### config.mk
export PLATFORM = sky130hd
export DESIGN_NAME = tcgr_front_flat
export DESIGN_NICKNAME = d
export VERILOG_FILES = /design/src/sv/tcgr_pkg.sv /design/src/sv/tcgr_cmd_if.sv /design/src/sv/tcgr_front.sv /design/src/flat_wrapper.sv
export SDC_FILE = /design/constraint.sdc
export NUM_CORES = 1
export LEC_CHECK = 0
export BUFFER_PORTS_ARGS = -buffer_cell sky130_fd_sc_hd__buf_2
export CORE_MARGIN = 5
export CORE_UTILIZATION = 46
export DETAILED_ROUTE_END_ITERATION = 6
export PLACE_DENSITY = 0.95
export SLEW_MARGIN = 10
export SYNTH_ARGS = -nofsm -noshare
export SYNTH_HDL_FRONTEND = slang
export SYNTH_SLANG_ARGS = --single-unit
### constraint.sdc
create_clock -name clk -period 10.9 [get_ports clk]
set_clock_uncertainty 0.05 [all_clocks]
set_input_delay 1.635 -clock clk [delete_from_list [all_inputs] [get_ports clk]]
set_output_delay 1.635 -clock clk [all_outputs]
set_load 0.02 [all_outputs]
### src/sv/tcgr_pkg.sv
`timescale 1ns / 1ps
`default_nettype none
// ----------------------------------------------------------------------------
// tcgr_pkg
// Shared types and constants of the text console glyph renderer.
// ----------------------------------------------------------------------------
package tcgr_pkg;

    localparam logic [1:0] FUNC_PRINT = 2'd0;
    localparam logic [1:0] FUNC_LOAD  = 2'd1;
    localparam logic [1:0] FUNC_CLEAR = 2'd2;

    localparam logic [7:0] CHAR_NEWLINE = 8'd10;
    localparam logic [7:0] CHAR_CR      = 8'd13;

    localparam logic [1:0] CFG_SCREEN_WIDTH  = 2'd0;
    localparam logic [1:0] CFG_SCREEN_HEIGHT = 2'd1;
    localparam logic [1:0] CFG_LINE_PITCH    = 2'd2;

    localparam int CFG_W    = 13;
    localparam int CURSOR_W = 12;

    localparam logic [2:0] MAX_SCALE = 3'd4;

    typedef enum logic [1:0] {
        CMD_DRAW,
        CMD_LOAD,
        CMD_CLEAR
    } cmd_op_t;

    typedef struct packed {
        cmd_op_t               op;
        logic [7:0]            char_code;
        logic [31:0]           bg;
        logic [31:0]           fg;
        logic [2:0]            scale;
        logic [3:0]            glyph_row;
        logic [7:0]            row_bits;
        logic [CURSOR_W-1:0]   cursor_x;
        logic [CURSOR_W-1:0]   cursor_y;
        logic [6:0]            scroll;
    } cmd_t;

    typedef struct packed {
        logic full;
        logic empty;
    } q_stat_t;

endpackage
`default_nettype wire

### src/sv/tcgr_cmd_if.sv
`timescale 1ns / 1ps
`default_nettype none
// ----------------------------------------------------------------------------
// tcgr_cmd_if
// Command channel: print, glyph row load and clear items.
// ----------------------------------------------------------------------------
interface tcgr_cmd_if;
    logic        valid;
    logic        ready;
    logic [1:0]  func;
    logic [7:0]  char_code;
    logic [31:0] background_color;
    logic [31:0] foreground_color;
    logic [2:0]  scale;
    logic [3:0]  glyph_row;
    logic [7:0]  row_bits;

    modport source (
        output valid, func, char_code, background_color, foreground_color,
               scale, glyph_row, row_bits,
        input  ready
    );
    modport sink (
        input  valid, func, char_code, background_color, foreground_color,
               scale, glyph_row, row_bits,
        output ready
    );
endinterface
`default_nettype wire

### src/sv/tcgr_front.sv
`timescale 1ns / 1ps
`default_nettype none
// ----------------------------------------------------------------------------
// tcgr_front
// Command front end: cursor tracking, wrap and scroll decisions, and
// classification of commands into queue entries.
// ----------------------------------------------------------------------------
module tcgr_front #(
    parameter int GLYPH_ROWS = 16
) (
    input  wire logic                           clk,
    input  wire logic                           rst_n,
    tcgr_cmd_if.sink                            cmd,
    input  wire logic [tcgr_pkg::CFG_W-1:0]     screen_width,
    input  wire logic [tcgr_pkg::CFG_W-1:0]     screen_height,
    input  wire tcgr_pkg::q_stat_t              q_stat,
    output logic                                push,
    output tcgr_pkg::cmd_t                      entry
);

    localparam int CW = tcgr_pkg::CURSOR_W;

    function automatic logic [CW-1:0] sat_add(input logic [CW-1:0] a,
                                              input logic [6:0]    b);
        logic [CW:0] s;
        begin
            s = {1'b0, a} + (CW + 1)'(b);
            sat_add = s[CW] ? {CW{1'b1}} : s[CW-1:0];
        end
    endfunction

    logic [CW-1:0] cx_reg, cx_next;
    logic [CW-1:0] cy_reg, cy_next;
    logic          accept;
    logic [2:0]    scale_c;
    logic [6:0]    h;
    logic [5:0]    w;
    logic          wrap, scroll;
    logic [CW-1:0] cx1, cy1, cy2;

    assign cmd.ready = !q_stat.full;
    assign accept    = cmd.valid && cmd.ready;

    always_comb
    begin
        if (cmd.scale == 3'd0)
        begin
            scale_c = 3'd1;
        end
        else if (cmd.scale > tcgr_pkg::MAX_SCALE)
        begin
            scale_c = tcgr_pkg::MAX_SCALE;
        end
        else
        begin
            scale_c = cmd.scale;
        end
        h = {scale_c, 4'b0000};
        w = {scale_c, 3'b000};

        wrap   = ({1'b0, cx_reg} + 13'(w)) > screen_width;
        cx1    = wrap ? '0 : cx_reg;
        cy1    = wrap ? sat_add(cy_reg, h) : cy_reg;
        scroll = ({1'b0, cy1} + 13'(h)) > screen_height;
        if (!scroll)
        begin
            cy2 = cy1;
        end
        else if (cy1 >= CW'(h))
        begin
            cy2 = cy1 - CW'(h);
        end
        else
        begin
            cy2 = '0;
        end

        entry.op        = tcgr_pkg::CMD_DRAW;
        entry.char_code = cmd.char_code;
        entry.bg        = cmd.background_color;
        entry.fg        = cmd.foreground_color;
        entry.scale     = scale_c;
        entry.glyph_row = cmd.glyph_row;
        entry.row_bits  = cmd.row_bits;
        entry.cursor_x  = cx1;
        entry.cursor_y  = cy2;
        entry.scroll    = scroll ? h : 7'd0;

        push    = 1'b0;
        cx_next = cx_reg;
        cy_next = cy_reg;

        if (accept)
        begin
            case (cmd.func)
                tcgr_pkg::FUNC_PRINT:
                begin
                    if (cmd.char_code == tcgr_pkg::CHAR_NEWLINE)
                    begin
                        cy_next = sat_add(cy_reg, h);
                    end
                    else if (cmd.char_code == tcgr_pkg::CHAR_CR)
                    begin
                        cx_next = '0;
                    end
                    else
                    begin
                        push    = 1'b1;
                        cx_next = sat_add(cx1, 7'(w));
                        cy_next = cy2;
                    end
                end
                tcgr_pkg::FUNC_LOAD:
                begin
                    entry.op = tcgr_pkg::CMD_LOAD;
                    push     = (32'(cmd.glyph_row) < GLYPH_ROWS);
                end
                tcgr_pkg::FUNC_CLEAR:
                begin
                    entry.op = tcgr_pkg::CMD_CLEAR;
                    push     = 1'b1;
                    cx_next  = '0;
                    cy_next  = '0;
                end
                default:
                begin
                    push = 1'b0;
                end
            endcase
        end
    end

    always_ff @(posedge clk or negedge rst_n)
    begin
        if (!rst_n)
        begin
            cx_reg <= '0;
            cy_reg <= '0;
        end
        else
        begin
            cx_reg <= cx_next;
            cy_reg <= cy_next;
        end
    end

endmodule
`default_nettype wire

### src/flat_wrapper.sv
// flat-port wrapper written by rule: the top's interface ports become plain ports
module tcgr_front_flat 
#(
    parameter int GLYPH_ROWS = 16
)
  (clk, rst_n, screen_width, screen_height, q_stat, push, entry, cmd_valid, cmd_func, cmd_char_code, cmd_background_color, cmd_foreground_color, cmd_scale, cmd_glyph_row, cmd_row_bits, cmd_ready);
  tcgr_cmd_if cmd_i ();
  input  wire logic clk;
  input  wire logic rst_n;
  input  wire logic [tcgr_pkg::CFG_W-1:0] screen_width;
  input  wire logic [tcgr_pkg::CFG_W-1:0] screen_height;
  input  wire tcgr_pkg::q_stat_t q_stat;
  output logic push;
  output tcgr_pkg::cmd_t entry;
  input wire logic [$bits(cmd_i.valid)-1:0] cmd_valid;
  input wire logic [$bits(cmd_i.func)-1:0] cmd_func;
  input wire logic [$bits(cmd_i.char_code)-1:0] cmd_char_code;
  input wire logic [$bits(cmd_i.background_color)-1:0] cmd_background_color;
  input wire logic [$bits(cmd_i.foreground_color)-1:0] cmd_foreground_color;
  input wire logic [$bits(cmd_i.scale)-1:0] cmd_scale;
  input wire logic [$bits(cmd_i.glyph_row)-1:0] cmd_glyph_row;
  input wire logic [$bits(cmd_i.row_bits)-1:0] cmd_row_bits;
  output wire logic [$bits(cmd_i.ready)-1:0] cmd_ready;
  assign cmd_i.valid = cmd_valid;
  assign cmd_i.func = cmd_func;
  assign cmd_i.char_code = cmd_char_code;
  assign cmd_i.background_color = cmd_background_color;
  assign cmd_i.foreground_color = cmd_foreground_color;
  assign cmd_i.scale = cmd_scale;
  assign cmd_i.glyph_row = cmd_glyph_row;
  assign cmd_i.row_bits = cmd_row_bits;
  assign cmd_ready = cmd_i.ready;
  tcgr_front #(.GLYPH_ROWS(GLYPH_ROWS)) u_core (.clk(clk), .rst_n(rst_n), .cmd(cmd_i), .screen_width(screen_width), .screen_height(screen_height), .q_stat(q_stat), .push(push), .entry(entry));
endmodule
==> impl_metrics.py <==
metrics = {
    "detailed_routing": {
        "wl_met1_um": 4225,
        "wl_met2_um": 5332,
        "detail-route-antenna-nets": 0,
        "drc": 0,
        "top_layer": "met4",
        "wl_um": 11040,
        "drt_iter0_drc": 386,
        "dr.pass1.iters": 5,
        "routed-via-count": 4060,
        "wl_met3_um": 814,
        "vias_per_cell": 5.859,
        "wl_per_cell_um": 15.94,
    },
    "clocking": {
        "cts_resized": 0,
        "ctsLongestPathBuffers": 2,
        "clkSinkCount": 24,
        "post-cts-setup-buffer-count": 0,
        "holdBufCountCts": 0,
        "cts_tree": "done",
        "worstSkewPairLatency_ns": 0.28,
        "cts_root_buf": "clkbuf_8",
        "htreeDepth": 1,
        "cts_made_buffers": 3,
        "path_clk_slew_ns": 0.09,
    },
    "run_status": {
        "run_status": "completed",
    },
    "floorplanning": {
        "dieArea_mm2": 0.01149,
        "die_h_um": 107.2,
        "initial_utilization_pct": 47.04,
        "num_io_pins": 242,
        "num_rows": 35,
        "die_w_um": 107.2,
        "core_mm2": 0.009240,
    },
    "final_layout": {
        "diodes": 0,
        "synthToLayoutAreaGrowth_pct": -1.583,
        "final_nets": 732,
        "final-seq-area_um2": 600.6,
        "multi_input_area_mm2": 0.002841,
        "layout-drive-gt1-share_pct": 21.28,
        "nFillCells": 878,
    },
    "power_and_ir_drop": {
        "leakage_uw": 0.002174,
        "peakVddDrop_mv": 0.04865,
        "p_total_uw": 415.0,
        "power_density_mw_per_mm2": 97.00,
    },
    "global_route": {
        "grt_pass1_wl_um": 17930,
        "grt_max_degree": 25,
        "grt_pass1_vias": 3865,
        "gr-usage-all-layers_pct": 18.77,
        "antenna_found_initial": 0,
        "overflow": 0,
    },
    "synthesis": {
        "synth.avg_cell_area_um2": 7.507,
        "ys_seq_elements": 24,
        "netlist_instances": 579,
        "async_reset_ff_share_pct": 100.0,
        "ys_types": 74,
        "ys.flop_type": "dfrtp_1",
        "synth_edf_count": 0,
        "ys_seq_area_share_pct": 13.82,
        "yosysWarningCount": 0,
        "synth_area_mm2": 0.004347,
    },
    "critical_path": {
        "slowest_stage": "o21ai_2",
        "worstPathArrival_ns": 8.43,
        "crit_fanout": 16,
        "end_kind": "output pin",
        "timing_worst_setup_path_type": "input pin to output pin",
        "max_stage_delay_ns": 0.39,
        "worst_ep_required_time_ns": 9.22,
        "crit_path_start_kind": "input pin",
        "critical_path.top_delay_family": "compound AO/OA/AOI/OAI gates",
        "worst-path-buf-inv": 3,
        "crit_path_frequent_cell": "ha_1",
    },
    "run": {
        "drv_cap": 0,
    },
    "sta": {
        "hold_viol_final": 0,
        "relSlewSlack_pct": 32.78,
        "period_needed_ns": 10.12,
        "setup_viol": 0,
        "rsz0062_at_grt": "false",
        "fmax_ghz": 0.09886,
        "setup_tns_ns": 0,
        "worst_slack_ns": 0.7848,
        "fin_crit_sh_pct": 92.80,
        "worst_pin_slew_ns": 1.004,
        "worst_hold_slack_ns": 0.4587,
        "drv_slew": 0,
    },
    "place": {
        "dp_hpwl_um": 8824,
        "gp_congestion": 0.9467,
        "io_buffers": 84,
        "dp_slack_ns": 0.6653,
    },
    "min_path": {
        "hp-class": "flip-flop to flip-flop",
    },
}
-- cells in the final DEF (no fill, tap or decap), types with 3 or more instances in the layout --
cell | synthesis | routed
o2bb2ai_1 | 3 | 3
and3_1 | 5 | 5
conb_1 | 1 | 4
o21ai_0 | 31 | 31
a31oi_1 | 11 | 11
a21o_1 | 8 | 8
mux2i_1 | 5 | 5
o211ai_1 | 3 | 3
and4_1 | 3 | 3
nor2_1 | 48 | 48
nor3_1 | 6 | 6
nor2b_1 | 7 | 7
a211oi_1 | 9 | 8
mux2_2 | 4 | 4
o31a_1 | 4 | 4
o21a_1 | 7 | 7
buf_2 | 4 | 84
nand4_1 | 6 | 6
a211o_1 | 3 | 3
clkbuf_8 | 0 | 4
dfrtp_1 | 24 | 24
nand2_1 | 44 | 44
o21ai_2 | 2 | 3
o31ai_1 | 6 | 6
nand2b_1 | 5 | 5
inv_1 | 45 | 45
and2_1 | 15 | 15
nor4_1 | 4 | 4
or3_1 | 3 | 3
xnor2_1 | 14 | 14
nand3_1 | 19 | 19
xor2_1 | 6 | 6
buf_4 | 88 | 4
a21oi_1 | 23 | 23
or2_2 | 3 | 3
ha_1 | 46 | 46
-- path summary, 6_finish.rpt --
check                                                      to  cells past startpoint                    startpoint  slack, ns
worst max-delay path                                entry[17]                     33                  cmd_scale[2]       0.78
worst min-delay path             u_core.cx_reg[0]$_DFFE_PN0P_                      2  u_core.cx_reg[0]$_DFFE_PN0P_       0.46
worst max register to register  u_core.cy_reg[10]$_DFFE_PN0P_                     30  u_core.cx_reg[4]$_DFFE_PN0P_       4.19
worst min register to register   u_core.cx_reg[0]$_DFFE_PN0P_                      2  u_core.cx_reg[0]$_DFFE_PN0P_       0.46
max in group asynchronous        u_core.cx_reg[4]$_DFFE_PN0P_                      1                         rst_n       9.12
min in group asynchronous        u_core.cy_reg[9]$_DFFE_PN0P_                      1                         rst_n       1.29
-- final cells by class --
cell class                      instances  area share, %
Multi-Input combinational cell        403          66.42
Sequential cell                        24          14.04
Timing Repair Buffer                   88          10.53
Inverter                               45          3.949
Tap cell                              129          3.773
Clock buffer                            4          1.287
-- worst min-delay path: stages (launching register included) --
cell	delay [ns]
dfrtp_1	0.37
nand2_1	0.05
nand2_1	0.06
-- cell families (layout without fill, tap and decap cells) --
kind of cell    count (synthesis)  count (layout)  share of synthesized area (%)
fa+ha+maj                      48              48                          13.93
compound gates                138             138                          22.05
simple gates                  183             183                          22.11
mux                            10              10                          2.706
flops                          24              24                          13.82
buf+inv                       155             137                          21.27
other cells                     1               4                        0.08627
xor+xnor                       20              20                          4.030
-- Yosys cell counts, types with 6 or more instances --
library cell | count | share of area, %
o31ai_1 | 6 | 1.0
nor2b_1 | 7 | 1.0
nor2_1 | 48 | 4.1
a211oi_1 | 9 | 1.6
dfrtp_1 | 24 | 14
clkbuf_1 | 16 | 1.4
and2_1 | 15 | 2.2
a21o_1 | 8 | 1.4
nand3_1 | 19 | 2.2
buf_4 | 88 | 15
nor3_1 | 6 | 0.69
a21oi_1 | 23 | 2.6
a31oi_1 | 11 | 1.6
xnor2_1 | 14 | 2.8
o21a_1 | 7 | 1.2
ha_1 | 46 | 13
inv_1 | 45 | 3.9
xor2_1 | 6 | 1.2
o21ai_0 | 31 | 3.6
nand4_1 | 6 | 0.86
nand2_1 | 44 | 3.8
-- per-layer routing --
metal	GRT usage, %	vias to the layer above
li1	-	1903
met1	21.50	1853
met2	32.35	233
met3	3.010	71
met4	11.78	0
met5	0	-
-- per-stage QoR --
step | instances | util, % | instance area [um^2]
floorplan | 582 | - | 4358
global placement | 689 | 45.61 | 4214
detailed placement | 689 | 45.61 | 4214
CTS | 693 | 46.20 | 4269
global route | 693 | 46.30 | 4278
finish | 693 | 46.30 | 4278
-- report_power, final --
group / internal [uW] / switching (uW)
registers: 98.1 / 16.4
logic: 90.8 / 144
clock network: 32.4 / 33.3
No activity file was read; power rests on OpenSTA's default activity.
