`config.mk`:
```
export PLATFORM = sky130hd
export DESIGN_NAME = tcgr_queue
export DESIGN_NICKNAME = d
export VERILOG_FILES = /design/src/sv/tcgr_pkg.sv /design/src/sv/tcgr_queue.sv
export SDC_FILE = /design/constraint.sdc
export NUM_CORES = 1
export LEC_CHECK = 0
export ABC_CLOCK_PERIOD_IN_PS = 6680
export BUFFER_PORTS_ARGS = -buffer_cell sky130_fd_sc_hd__buf_2
export CAP_MARGIN = 10
export CORE_ASPECT_RATIO = 1.5
export CORE_MARGIN = 2
export CORE_UTILIZATION = 40
export DETAILED_ROUTE_END_ITERATION = 6
export PLACE_DENSITY_LB_ADDON = 0.05
export SYNTH_ARGS = -nofsm -noshare
export SYNTH_HDL_FRONTEND = slang
export SYNTH_SLANG_ARGS = --single-unit
```
`constraint.sdc`:
```
create_clock -name clk -period 6.68 [get_ports clk]
set_clock_uncertainty 0.2 [all_clocks]
set_input_delay 0.668 -clock clk [delete_from_list [all_inputs] [get_ports clk]]
set_output_delay 0.668 -clock clk [all_outputs]
set_load 0.005 [all_outputs]
```
`src/sv/tcgr_pkg.sv`:
```
`timescale 1ns / 1ps
`default_nettype none
// ----------------------------------------------------------------------------
// tcgr_pkg
// Shared types and constants of the text console glyph renderer.
// ----------------------------------------------------------------------------
package tcgr_pkg;

    localparam logic [1:0] FUNC_PRINT = 2'd0;
    localparam logic [1:0] FUNC_LOAD  = 2'd1;
    localparam logic [1:0] FUNC_CLEAR = 2'd2;

    localparam logic [7:0] CHAR_NEWLINE = 8'd10;
    localparam logic [7:0] CHAR_CR      = 8'd13;

    localparam logic [1:0] CFG_SCREEN_WIDTH  = 2'd0;
    localparam logic [1:0] CFG_SCREEN_HEIGHT = 2'd1;
    localparam logic [1:0] CFG_LINE_PITCH    = 2'd2;

    localparam int CFG_W    = 13;
    localparam int CURSOR_W = 12;

    localparam logic [2:0] MAX_SCALE = 3'd4;

    typedef enum logic [1:0] {
        CMD_DRAW,
        CMD_LOAD,
        CMD_CLEAR
    } cmd_op_t;

    typedef struct packed {
        cmd_op_t               op;
        logic [7:0]            char_code;
        logic [31:0]           bg;
        logic [31:0]           fg;
        logic [2:0]            scale;
        logic [3:0]            glyph_row;
        logic [7:0]            row_bits;
        logic [CURSOR_W-1:0]   cursor_x;
        logic [CURSOR_W-1:0]   cursor_y;
        logic [6:0]            scroll;
    } cmd_t;

    typedef struct packed {
        logic full;
        logic empty;
    } q_stat_t;

endpackage
`default_nettype wire

```
`src/sv/tcgr_queue.sv`:
```
`timescale 1ns / 1ps
`default_nettype none
// ----------------------------------------------------------------------------
// tcgr_queue
// Short command queue between the front end and the render back end.
// ----------------------------------------------------------------------------
module tcgr_queue #(
    parameter int DEPTH = 2
) (
    input  wire logic              clk,
    input  wire logic              rst_n,
    input  wire logic              push,
    input  wire tcgr_pkg::cmd_t    push_data,
    input  wire logic              pop,
    output tcgr_pkg::cmd_t         head,
    output tcgr_pkg::q_stat_t      stat
);

    localparam int PW = (DEPTH > 1) ? $clog2(DEPTH) : 1;
    localparam int CW = $clog2(DEPTH + 1);

    tcgr_pkg::cmd_t mem [DEPTH];
    logic [PW-1:0]  wr_ptr_reg, wr_ptr_next;
    logic [PW-1:0]  rd_ptr_reg, rd_ptr_next;
    logic [CW-1:0]  count_reg, count_next;
    logic           do_push, do_pop;

    assign stat.full  = (count_reg == CW'(DEPTH));
    assign stat.empty = (count_reg == '0);
    assign head       = mem[rd_ptr_reg];

    assign do_push = push && !stat.full;
    assign do_pop  = pop && !stat.empty;

    always_comb
    begin
        wr_ptr_next = wr_ptr_reg;
        rd_ptr_next = rd_ptr_reg;
        count_next  = count_reg;
        if (do_push)
        begin
            wr_ptr_next = (wr_ptr_reg == PW'(DEPTH - 1)) ? '0 : wr_ptr_reg + 1'b1;
        end
        if (do_pop)
        begin
            rd_ptr_next = (rd_ptr_reg == PW'(DEPTH - 1)) ? '0 : rd_ptr_reg + 1'b1;
        end
        if (do_push && !do_pop)
        begin
            count_next = count_reg + 1'b1;
        end
        else if (do_pop && !do_push)
        begin
            count_next = count_reg - 1'b1;
        end
    end

    always_ff @(posedge clk or negedge rst_n)
    begin
        if (!rst_n)
        begin
            wr_ptr_reg <= '0;
            rd_ptr_reg <= '0;
            count_reg  <= '0;
        end
        else
        begin
            wr_ptr_reg <= wr_ptr_next;
            rd_ptr_reg <= rd_ptr_next;
            count_reg  <= count_next;
        end
    end

    always_ff @(posedge clk)
    begin
        if (do_push)
        begin
            mem[wr_ptr_reg] <= push_data;
        end
    end

endmodule
`default_nettype wire

```
==> out/qor.yml, run 1 <==
run_status:
  outcome: "finished, final reports clean"
sta:
  worstMarginPinSlew_ns: 1.08
  rsz0062_at_grt: "no"
  finalSetupTns_ns: 0
  fin_crit_sh_pct: 56.9
  min_period_ns: 3.80
  maxSlewHeadroom_pct: 28.1
  hold_viol: 0
  holdWs_ns: 0.152
  slew_violations: 0
  setup_viol: 0
  max_freq_ghz: 0.263
logic_synthesis:
  synthTopCellsByArea: "edfxtp_1 (81%), mux2_2 (15%), buf_6 (1.1%), dfrtp_1 (1.1%), xnor2_1 (0.30%)"
  yosysTopAreaCellShare_pct: 81.2
  ys_ff_latch: 244
  syn_area_um2: 8880
  syn-instance-count: 392
  mappedNetlistNets: 517
  ys_seq_area_share_pct: 82.3
  syn_area_per_cell_um2: 22.6
  yosysWarnings: 0
  synth_area_leader_cell: "edfxtp_1"
  synth.distinct_cells: 15
floorplan:
  start_util_pct: 40.9
  die_x_um: 126
  num_rows: 66
  core_area_um2: 21700
  fp.dieH_um: 186
  io_pins: 246
  dieArea_um2: 23400
detailed_routing:
  via_per_inst: 4.72
  drt_pass1_iterations: 4
  wire_per_inst_um: 18.7
  vias: 4467
  drcViolationCount: 0
  ant_nets: 0
  routed_wl_um: 17700
  drt-initial-drc-count: 146
clock_network:
  cts_tree: "done"
  path_clk_slew_ns: 0.06
  htree_levels: 1
  cts_buffer_depth: 3
  clk_latency_ns: 0.50
  cts.sinks: 244
  post-cts-setup-buffers: 0
  cts_made_buffers: 24
  ctsRootBufferMaster: "clkbuf_16"
worst_setup_path:
  worstPathRequired_ns: 5.81
  critical_path_class: "reg -> out"
  worst-endpoint-arrival_ns: 2.93
  crit_path_end_kind: "output port"
  cp-start-kind: "flip-flop"
  crit_fanout: 75
job:
  maxCapViolCount: 0
global_route:
  grt_max_degree: 76
  grt_usage_pct: 14.5
  antenna_found_initial: 2
  grt_first_pass_wirelength_um: 26400
  grt_overflow: 0
  grt_pass1_vias: 4843
layout:
  syn2layout_area_growth_pct: 26.5
  nNetsFinal: 780
  layout-drive-gt1-share_pct: 61.1
  largest_reg_flops: 240
placed_design:
  place_hpwl_um: 11300
  place_congestion: 0.707
  portBuffers: 245
pwr:
  swShare_pct: 26.1
  p_switching_uw: 1270
  p_comb_share_pct: 24.4
  power.internal_uw: 3590
  power.clock.fraction_pct: 28.9
  powerDensity_nw_per_um2: 433
  ir_drop_mv: 0.429
  power_leakage_uw: 0.00422
  pwr-share-seq_pct: 46.6
hold_path:
  hp-class: "in -> reg"
[worst max-delay path, cell delays in order (launching register included)]
cell and delay (ns):
dfrtp_4 1.13, buf_4 0.68, mux2_2 0.43, buf_2 0.13
[power groups by stage]
stage	clock (µW)	sequential (µW)	combinational (µW)
6_report	1410	2270	1190
5_1_grt	1510	2310	1300
4_1_cts	1450	2270	1230
3_5_place_dp	0	2310	1220
3_3_place_gp	0	2290	1210
2_1_floorplan	0	2230	805
[cells by family after synthesis]
kind of cell | after synthesis | share of synthesized area (%)
compound gates | 1 | 0.0563
flops | 244 | 82.3
xor+xnor | 5 | 0.493
fa+ha+maj | 1 | 0.141
mux | 120 | 15.2
simple gates | 6 | 0.310
buf+inv | 15 | 1.48
[layer usage]
layer	part of all wire (%)	routed length (µm)	global-route usage (%)
met1	37	6600	16.5
met4	2.0	349	4.74
met3	8.5	1510	4.27
met5	0	0	0
met2	52	9260	26.0
[Yosys cell counts]
master and n:
nand2_1 1, ha_1 1, xnor2_1 3, inv_1 2, nor2_1 3, xor2_1 2
mux2_2 120, buf_6 9, edfxtp_1 240, and3_1 1, buf_2 3, dfrtp_1 4
nand2b_1 1, buf_4 1, o21ai_0 1
[cell type report]
| type | instances | area [µm²] |
|---|---|---|
| Inverter | 2 | 7.51 |
| Sequential cell | 244 | 7310 |
| Clock inverter | 13 | 161 |
| Fill cell | 1801 | 10500 |
| Antenna cell | 1 | 2.50 |
| Timing Repair Buffer | 250 | 1270 |
| Multi-Input combinational cell | 133 | 1450 |
| Clock buffer | 31 | 688 |
| Tap cell | 272 | 340 |
[timing repair]
action | 4_1_cts | 5_1_grt
endpoints found under the hold margin | 4 | 0
hold buffers | 1 | 0
resized for setup | 0 | 0
[through the flow]
stage | area (µm²) | power, µW | std cells | util, % | worst slack (ns)
global route | 11200 | 5120 | 946 | 51.7 | 2.69
global placement | 10400 | 3500 | 900 | 47.7 | 3.36
detailed placement | 10400 | 3530 | 900 | 47.7 | 3.34
CTS | 11200 | 4950 | 945 | 51.7 | 2.79
floorplan | 8880 | 3040 | 392 | - | 0.135
finish | 11200 | 4860 | 946 | 51.7 | 2.88
[worst paths after layout]
path | start | end | slack, ns | cells after the start
min reg2reg | count_reg[1] | count_reg[1] | 0.33 | 1
min in group asynchronous | rst_n | wr_ptr_reg | 0.30 | 2
max | rd_ptr_reg | head[31] | 2.88 | 3
max in group asynchronous | rst_n | rd_ptr_reg | 5.84 | 2
max reg2reg | count_reg[0] | mem[1][98] | 3.87 | 3
min | push_data[91] | mem[1][91] | 0.15 | 1
[layout by cell type, fill, tap and decap left out, types with 2 or more instances in the layout]
master       n
clkinv_2     6
clkbuf_16   25
bufinv_16    4
clkinv_1     3
clkbuf_1     2
xor2_1       2
mux2_2     120
dfrtp_1      3
xnor2_1      3
clkbuf_8     4
nor2_1       2
buf_2      245
edfxtp_1   240
inv_1        2
buf_4        4
Note: power is estimated with default switching activity, not from simulation.
==> run 2, diff against run 1 <==
--- a/config.mk
+++ b/config.mk
@@ -5,7 +5,7 @@
 export SDC_FILE = /design/constraint.sdc
 export NUM_CORES = 1
 export LEC_CHECK = 0
-export ABC_CLOCK_PERIOD_IN_PS = 6680
+export ABC_CLOCK_PERIOD_IN_PS = 3600
 export BUFFER_PORTS_ARGS = -buffer_cell sky130_fd_sc_hd__buf_2
 export CAP_MARGIN = 10
 export CORE_ASPECT_RATIO = 1.5
==> constraint.sdc (replaced) <==
create_clock -name clk -period 3.6 [get_ports clk]
set_clock_uncertainty 0.2 [all_clocks]
set_input_delay 0.36 -clock clk [delete_from_list [all_inputs] [get_ports clk]]
set_output_delay 0.36 -clock clk [all_outputs]
set_load 0.005 [all_outputs]
==> out/qor.yml, run 2 (synthesized netlist as in run 1, its figures left out) <==
run_status:
  outcome: "finished, final reports clean"
layout:
  layout-drive-gt1-share_pct: 51.8
  fin_util_pct: 57.4
  final_common_cell: "buf_2"
  final_cell_mix: "buf_2 (245), edfxtp_1 (240), dlygate4sd3_1 (123), mux2_2 (120), clkbuf_16 (25)"
  largest_reg_flops: 240
  nNetsFinal: 905
  syn2layout_area_growth_pct: 40.3
  antenna_cells: 0
placed_design:
  portBuffers: 245
  place_hpwl_um: 12100
  place_congestion: 0.715
sta:
  maxSlewHeadroom_pct: 53.1
  rsz0062_at_grt: "no"
  slew_violations: 0
  fin_crit_sh_pct: 75.9
  setup_viol: 0
  min_period_ns: 2.73
  finalSetupTns_ns: 0
  max_freq_ghz: 0.366
  worstMarginPinSlew_ns: 0.704
  hold_viol: 0
detailed_routing:
  wire_per_inst_um: 17.6
  drt_pass1_iterations: 5
  drt-initial-drc-count: 232
  routed_wl_um: 18800
  via_per_inst: 4.68
  drcViolationCount: 0
  ant_nets: 0
  vias: 5004
clock_network:
  ctsRootBufferMaster: "clkbuf_16"
  cts_buffer_depth: 3
  cts.sinks: 244
  path_clk_slew_ns: 0.06
  cts_made_buffers: 24
  cts_tree: "done"
  clk_latency_ns: 0.50
  post-cts-setup-buffers: 0
  htree_levels: 1
job:
  maxCapViolCount: 0
pwr:
  p_comb_share_pct: 27.1
  p_switching_uw: 2420
  ir_drop_mv: 0.494
  swShare_pct: 26.7
  power.clock.fraction_pct: 27.6
  pwr-share-seq_pct: 45.3
  power.internal_uw: 6630
  powerDensity_nw_per_um2: 727
  power_leakage_uw: 0.00471
worst_setup_path:
  worst-endpoint-arrival_ns: 2.17
  crit_fanout: 67
  path_cells: "buf_12, mux2_2, buf_2"
  cp_slowest_stage_delay_ns: 0.70
  critical_path_class: "reg -> out"
  r2r_slack_ns: 1.39
  crit_path_end_kind: "output port"
  path_buf_inv: 2
  cp_slowest_cell: "dfrtp_4"
  cp-start-kind: "flip-flop"
  worstPathRequired_ns: 3.04
  critPathTopFamily: "flip-flops"
global_route:
  grt_usage_pct: 15.5
  grt_max_degree: 81
  grt_overflow: 0
  grt_pass1_vias: 5583
  antenna_found_initial: 1
  grt_first_pass_wirelength_um: 28600
floorplan:
  num_rows: 66
  io_pins: 246
  fp.dieH_um: 186
  start_util_pct: 40.9
  dieArea_um2: 23400
  die_x_um: 126
  core_area_um2: 21700
hold_path:
  hp-class: "in -> reg"
run 2: changes by cell type in the layout (fill, tap and decap cells not counted), moves of 3 or more:
cell           change
buf_12             +3
clkinvlp_4         +4
clkbuf_8           -4
dlygate4sd3_1    +122
run 2: layout make-up:
cell class,count,area (µm²)
clock buffer,27,633
inverter,2,7.51
clock inverter,17,165
sequential,244,7310
timing repair buffer,375,2550
multi-input combinational,133,1450
fill,1758,9260
tap,272,340
run 2: metal layers:
layer	up-vias	routed length [µm]	global-route usage [%]
met5	-	13	0
met4	2	573	5.73
met3	37	1220	3.76
met2	172	10300	29.3
met1	2455	6760	16.5
li1	2338	-	-
run 2: power by group through the flow:
stage	clock (µW)	sequential (µW)	combinational [µW]
after global placement	0	4150	2380
after global routing	2670	4170	2670
after CTS	2580	4120	2520
after detailed placement	0	4180	2400
after floorplan	0	4070	1500
final	2500	4100	2450
run 2: path summary, 6_finish.rpt:
check	from	to	depth (start not counted)
max in group asynchronous	rst_n	rd_ptr_reg	3
min in group asynchronous	rst_n	wr_ptr_reg	3
min reg2reg	count_reg[1]	count_reg[1]	1
max reg2reg	count_reg[0]	mem[1][27]	3
min	push	wr_ptr_reg	3
max	rd_ptr_reg	head[18]	3
run 2: tightest hold or removal path: stages:
cell     delay, ns
buf_2         0.11
nand2_1       0.14
xnor2_1       0.08
run 2: metrics by stage:
stage / worst slack (ns) / cell area [µm²] / power (µW) / std cells / hold slack, ns
3_5_place_dp: 1.36 / 10400 / 6570 / 903 / -0.0260
4_1_cts: 0.805 / 12500 / 9210 / 1070 / 0.00635
3_3_place_gp: 1.36 / 10400 / 6520 / 903 / -0.0307
6_report: 0.868 / 12500 / 9050 / 1070 / 0.0286
2_1_floorplan: 0.527 / 8890 / 5570 / 392 / -0.136
5_1_grt: 0.758 / 12500 / 9520 / 1070 / 0.0455
run 2: repair_timing:
action | CTS | global route
endpoints found under the hold margin | 245 | 0
gates resized for setup | 0 | 0
hold buffers | 123 | 0
==> run 3, diff against run 2 <==
--- a/config.mk
+++ b/config.mk
@@ -5,7 +5,7 @@
 export SDC_FILE = /design/constraint.sdc
 export NUM_CORES = 1
 export LEC_CHECK = 0
-export ABC_CLOCK_PERIOD_IN_PS = 3600
+export ABC_CLOCK_PERIOD_IN_PS = 2490
 export BUFFER_PORTS_ARGS = -buffer_cell sky130_fd_sc_hd__buf_2
 export CAP_MARGIN = 10
 export CORE_ASPECT_RATIO = 1.5
==> constraint.sdc (replaced) <==
create_clock -name clk -period 2.49 [get_ports clk]
set_clock_uncertainty 0.2 [all_clocks]
set_input_delay 0.249 -clock clk [delete_from_list [all_inputs] [get_ports clk]]
set_output_delay 0.249 -clock clk [all_outputs]
set_load 0.005 [all_outputs]
==> out/qor.yml, run 3 (synthesized netlist as in run 1, its figures left out) <==
clock_network:
  cts_made_buffers: 24
  path_clk_slew_ns: 0.06
  clk_latency_ns: 0.51
  cts_buffer_depth: 3
  ctsRootBufferMaster: "clkbuf_16"
  htree_levels: 1
  cts.sinks: 244
  cts_tree: "done"
sta:
  worstMarginPinSlew_ns: 0.598
  max_freq_ghz: 0.436
  maxSlewHeadroom_pct: 60.0
  setup_ws_ns: 0.197
  fin_crit_sh_pct: 92.1
  holdWs_ns: 0.265
  slew_violations: 0
  rsz0062_at_grt: "no"
  hold_viol: 0
  setup_viol: 0
  min_period_ns: 2.29
  finalSetupTns_ns: 0
detailed_routing:
  drcViolationCount: 0
  drt_pass1_iterations: 4
  routed.top_layer: "met4"
  wl_met3_um: 1050
  vias: 5037
  routed_wl_um: 18600
  ant_nets: 0
  wl_met2_um: 10100
  met1_length_um: 6940
  wire_per_inst_um: 17.2
  drt-initial-drc-count: 266
  via_per_inst: 4.66
floorplan:
  io_pins: 246
  core_area_um2: 21700
  start_util_pct: 40.9
  num_rows: 66
  die_x_um: 126
  fp.dieH_um: 186
  dieArea_um2: 23400
pwr:
  p_comb_share_pct: 29.6
  power.internal_uw: 9720
  pwr-share-seq_pct: 44.0
  p_switching_uw: 3550
  swShare_pct: 26.8
  finalPower_uw: 13300
  ir_drop_mv: 0.681
  power_leakage_uw: 0.00481
  powerDensity_nw_per_um2: 1050
  power.clock.fraction_pct: 26.4
global_route:
  grt_max_degree: 51
  grt_overflow: 0
  grt_first_pass_wirelength_um: 29300
  antenna_found_initial: 0
  grt_pass1_vias: 5625
  grt_usage_pct: 15.7
layout:
  finalNonFillerCells: 1082
  antenna_cells: 0
  syn2layout_area_growth_pct: 42.4
  final_common_cell: "buf_2"
  nNetsFinal: 918
  layout-drive-gt1-share_pct: 52.3
  largest_reg_flops: 240
  fillers: 1740
  final_cell_mix: "buf_2 (245), edfxtp_1 (240), dlygate4sd3_1 (124), mux2_2 (120), clkbuf_16 (25)"
job:
  maxCapViolCount: 0
worst_setup_path:
  worst-endpoint-arrival_ns: 1.84
  cp_slowest_cell: "dfrtp_4"
  crit_fanout: 50
  worstPathRequired_ns: 2.04
  cp-start-kind: "flip-flop"
  crit_path_end_kind: "output port"
  cp_slowest_stage_delay_ns: 0.50
  path_cells: "buf_16, mux2_2, buf_2"
  critical_path_class: "reg -> out"
placed_design:
  portBuffers: 245
  place_hpwl_um: 12400
  dp.cells: 913
  place_ws_ns: 0.475
  place_congestion: 0.693
hold_path:
  hp-class: "in -> reg"
run_status:
  outcome: "finished, final reports clean"
==> run 3: cell count changes in the layout (fill, tap and decap cells not counted), sizes merged <==
| cell | change |
|---|---|
| clkinv | -1 |
| buf | +12 |
| clkinvlp | -4 |
| dlygate4sd3 | +1 |
| bufinv | -1 |
| clkbuf | +4 |
| inv | +1 |
==> run 3: what timing repair did <==
item,CTS,global route
buffers inserted,0,2
gates resized for setup,0,1
endpoints found under the hold margin,246,0
hold buffers,124,0
setup endpoints to repair,0,27
==> run 3: stage by stage <==
step                      instance area (µm²)  utilization, %
after CTS                               12600            58.1
final                                   12600            58.2
after floorplan                          8900               -
after global placement                  10600            48.9
after detailed placement                10600            48.9
after global routing                    12600            58.2
==> run 3: worst max-delay path, delay by kind of cell (launching register included) <==
family                 cells  cell delay (ns)
buffers and inverters      2             0.39
flip-flops                 1             0.50
multiplexers               1             0.39
==> run 3: path summary, 6_finish.rpt <==
kind | start | to | slack (ns) | cells past startpoint
worst max-delay path | rd_ptr_reg | head[72] | 0.20 | 3
worst min-delay path | push_data[56] | mem[1][56] | 0.26 | 2
worst max register to register | count_reg[0] | mem[0][113] | 0.53 | 4
worst min register to register | wr_ptr_reg | wr_ptr_reg | 0.37 | 1
max in group asynchronous | rst_n | rd_ptr_reg | 1.44 | 3
min in group asynchronous | rst_n | count_reg[1] | 0.46 | 3
==> run 3: metal layers <==
metal / up-vias / track usage, %
li1: 2370 / -
met1: 2457 / 17.9
met2: 173 / 29.0
met3: 37 / 3.27
met4: 0 / 5.56
met5: - / 0
==> run 3: layout make-up <==
class,instances,area [µm²],share of cell area [%]
clock buffers,31,648,5.13
inverters,2,7.51,0.0594
clock inverters,12,115,0.910
multi-input cells,133,1470,11.6
flip-flops and latches,244,7310,57.8
well taps,272,340,2.69
repair buffers,388,2760,21.8
==> run 3: power by group through the flow <==
stage	Sequential (µW)	Combinational (µW)	Clock, µW
after floorplan	5890	2180	0
after global placement	5910	3770	0
after detailed placement	5970	3810	0
after CTS	5880	3990	3610
after global routing	5920	4290	3770
final	5830	3930	3510
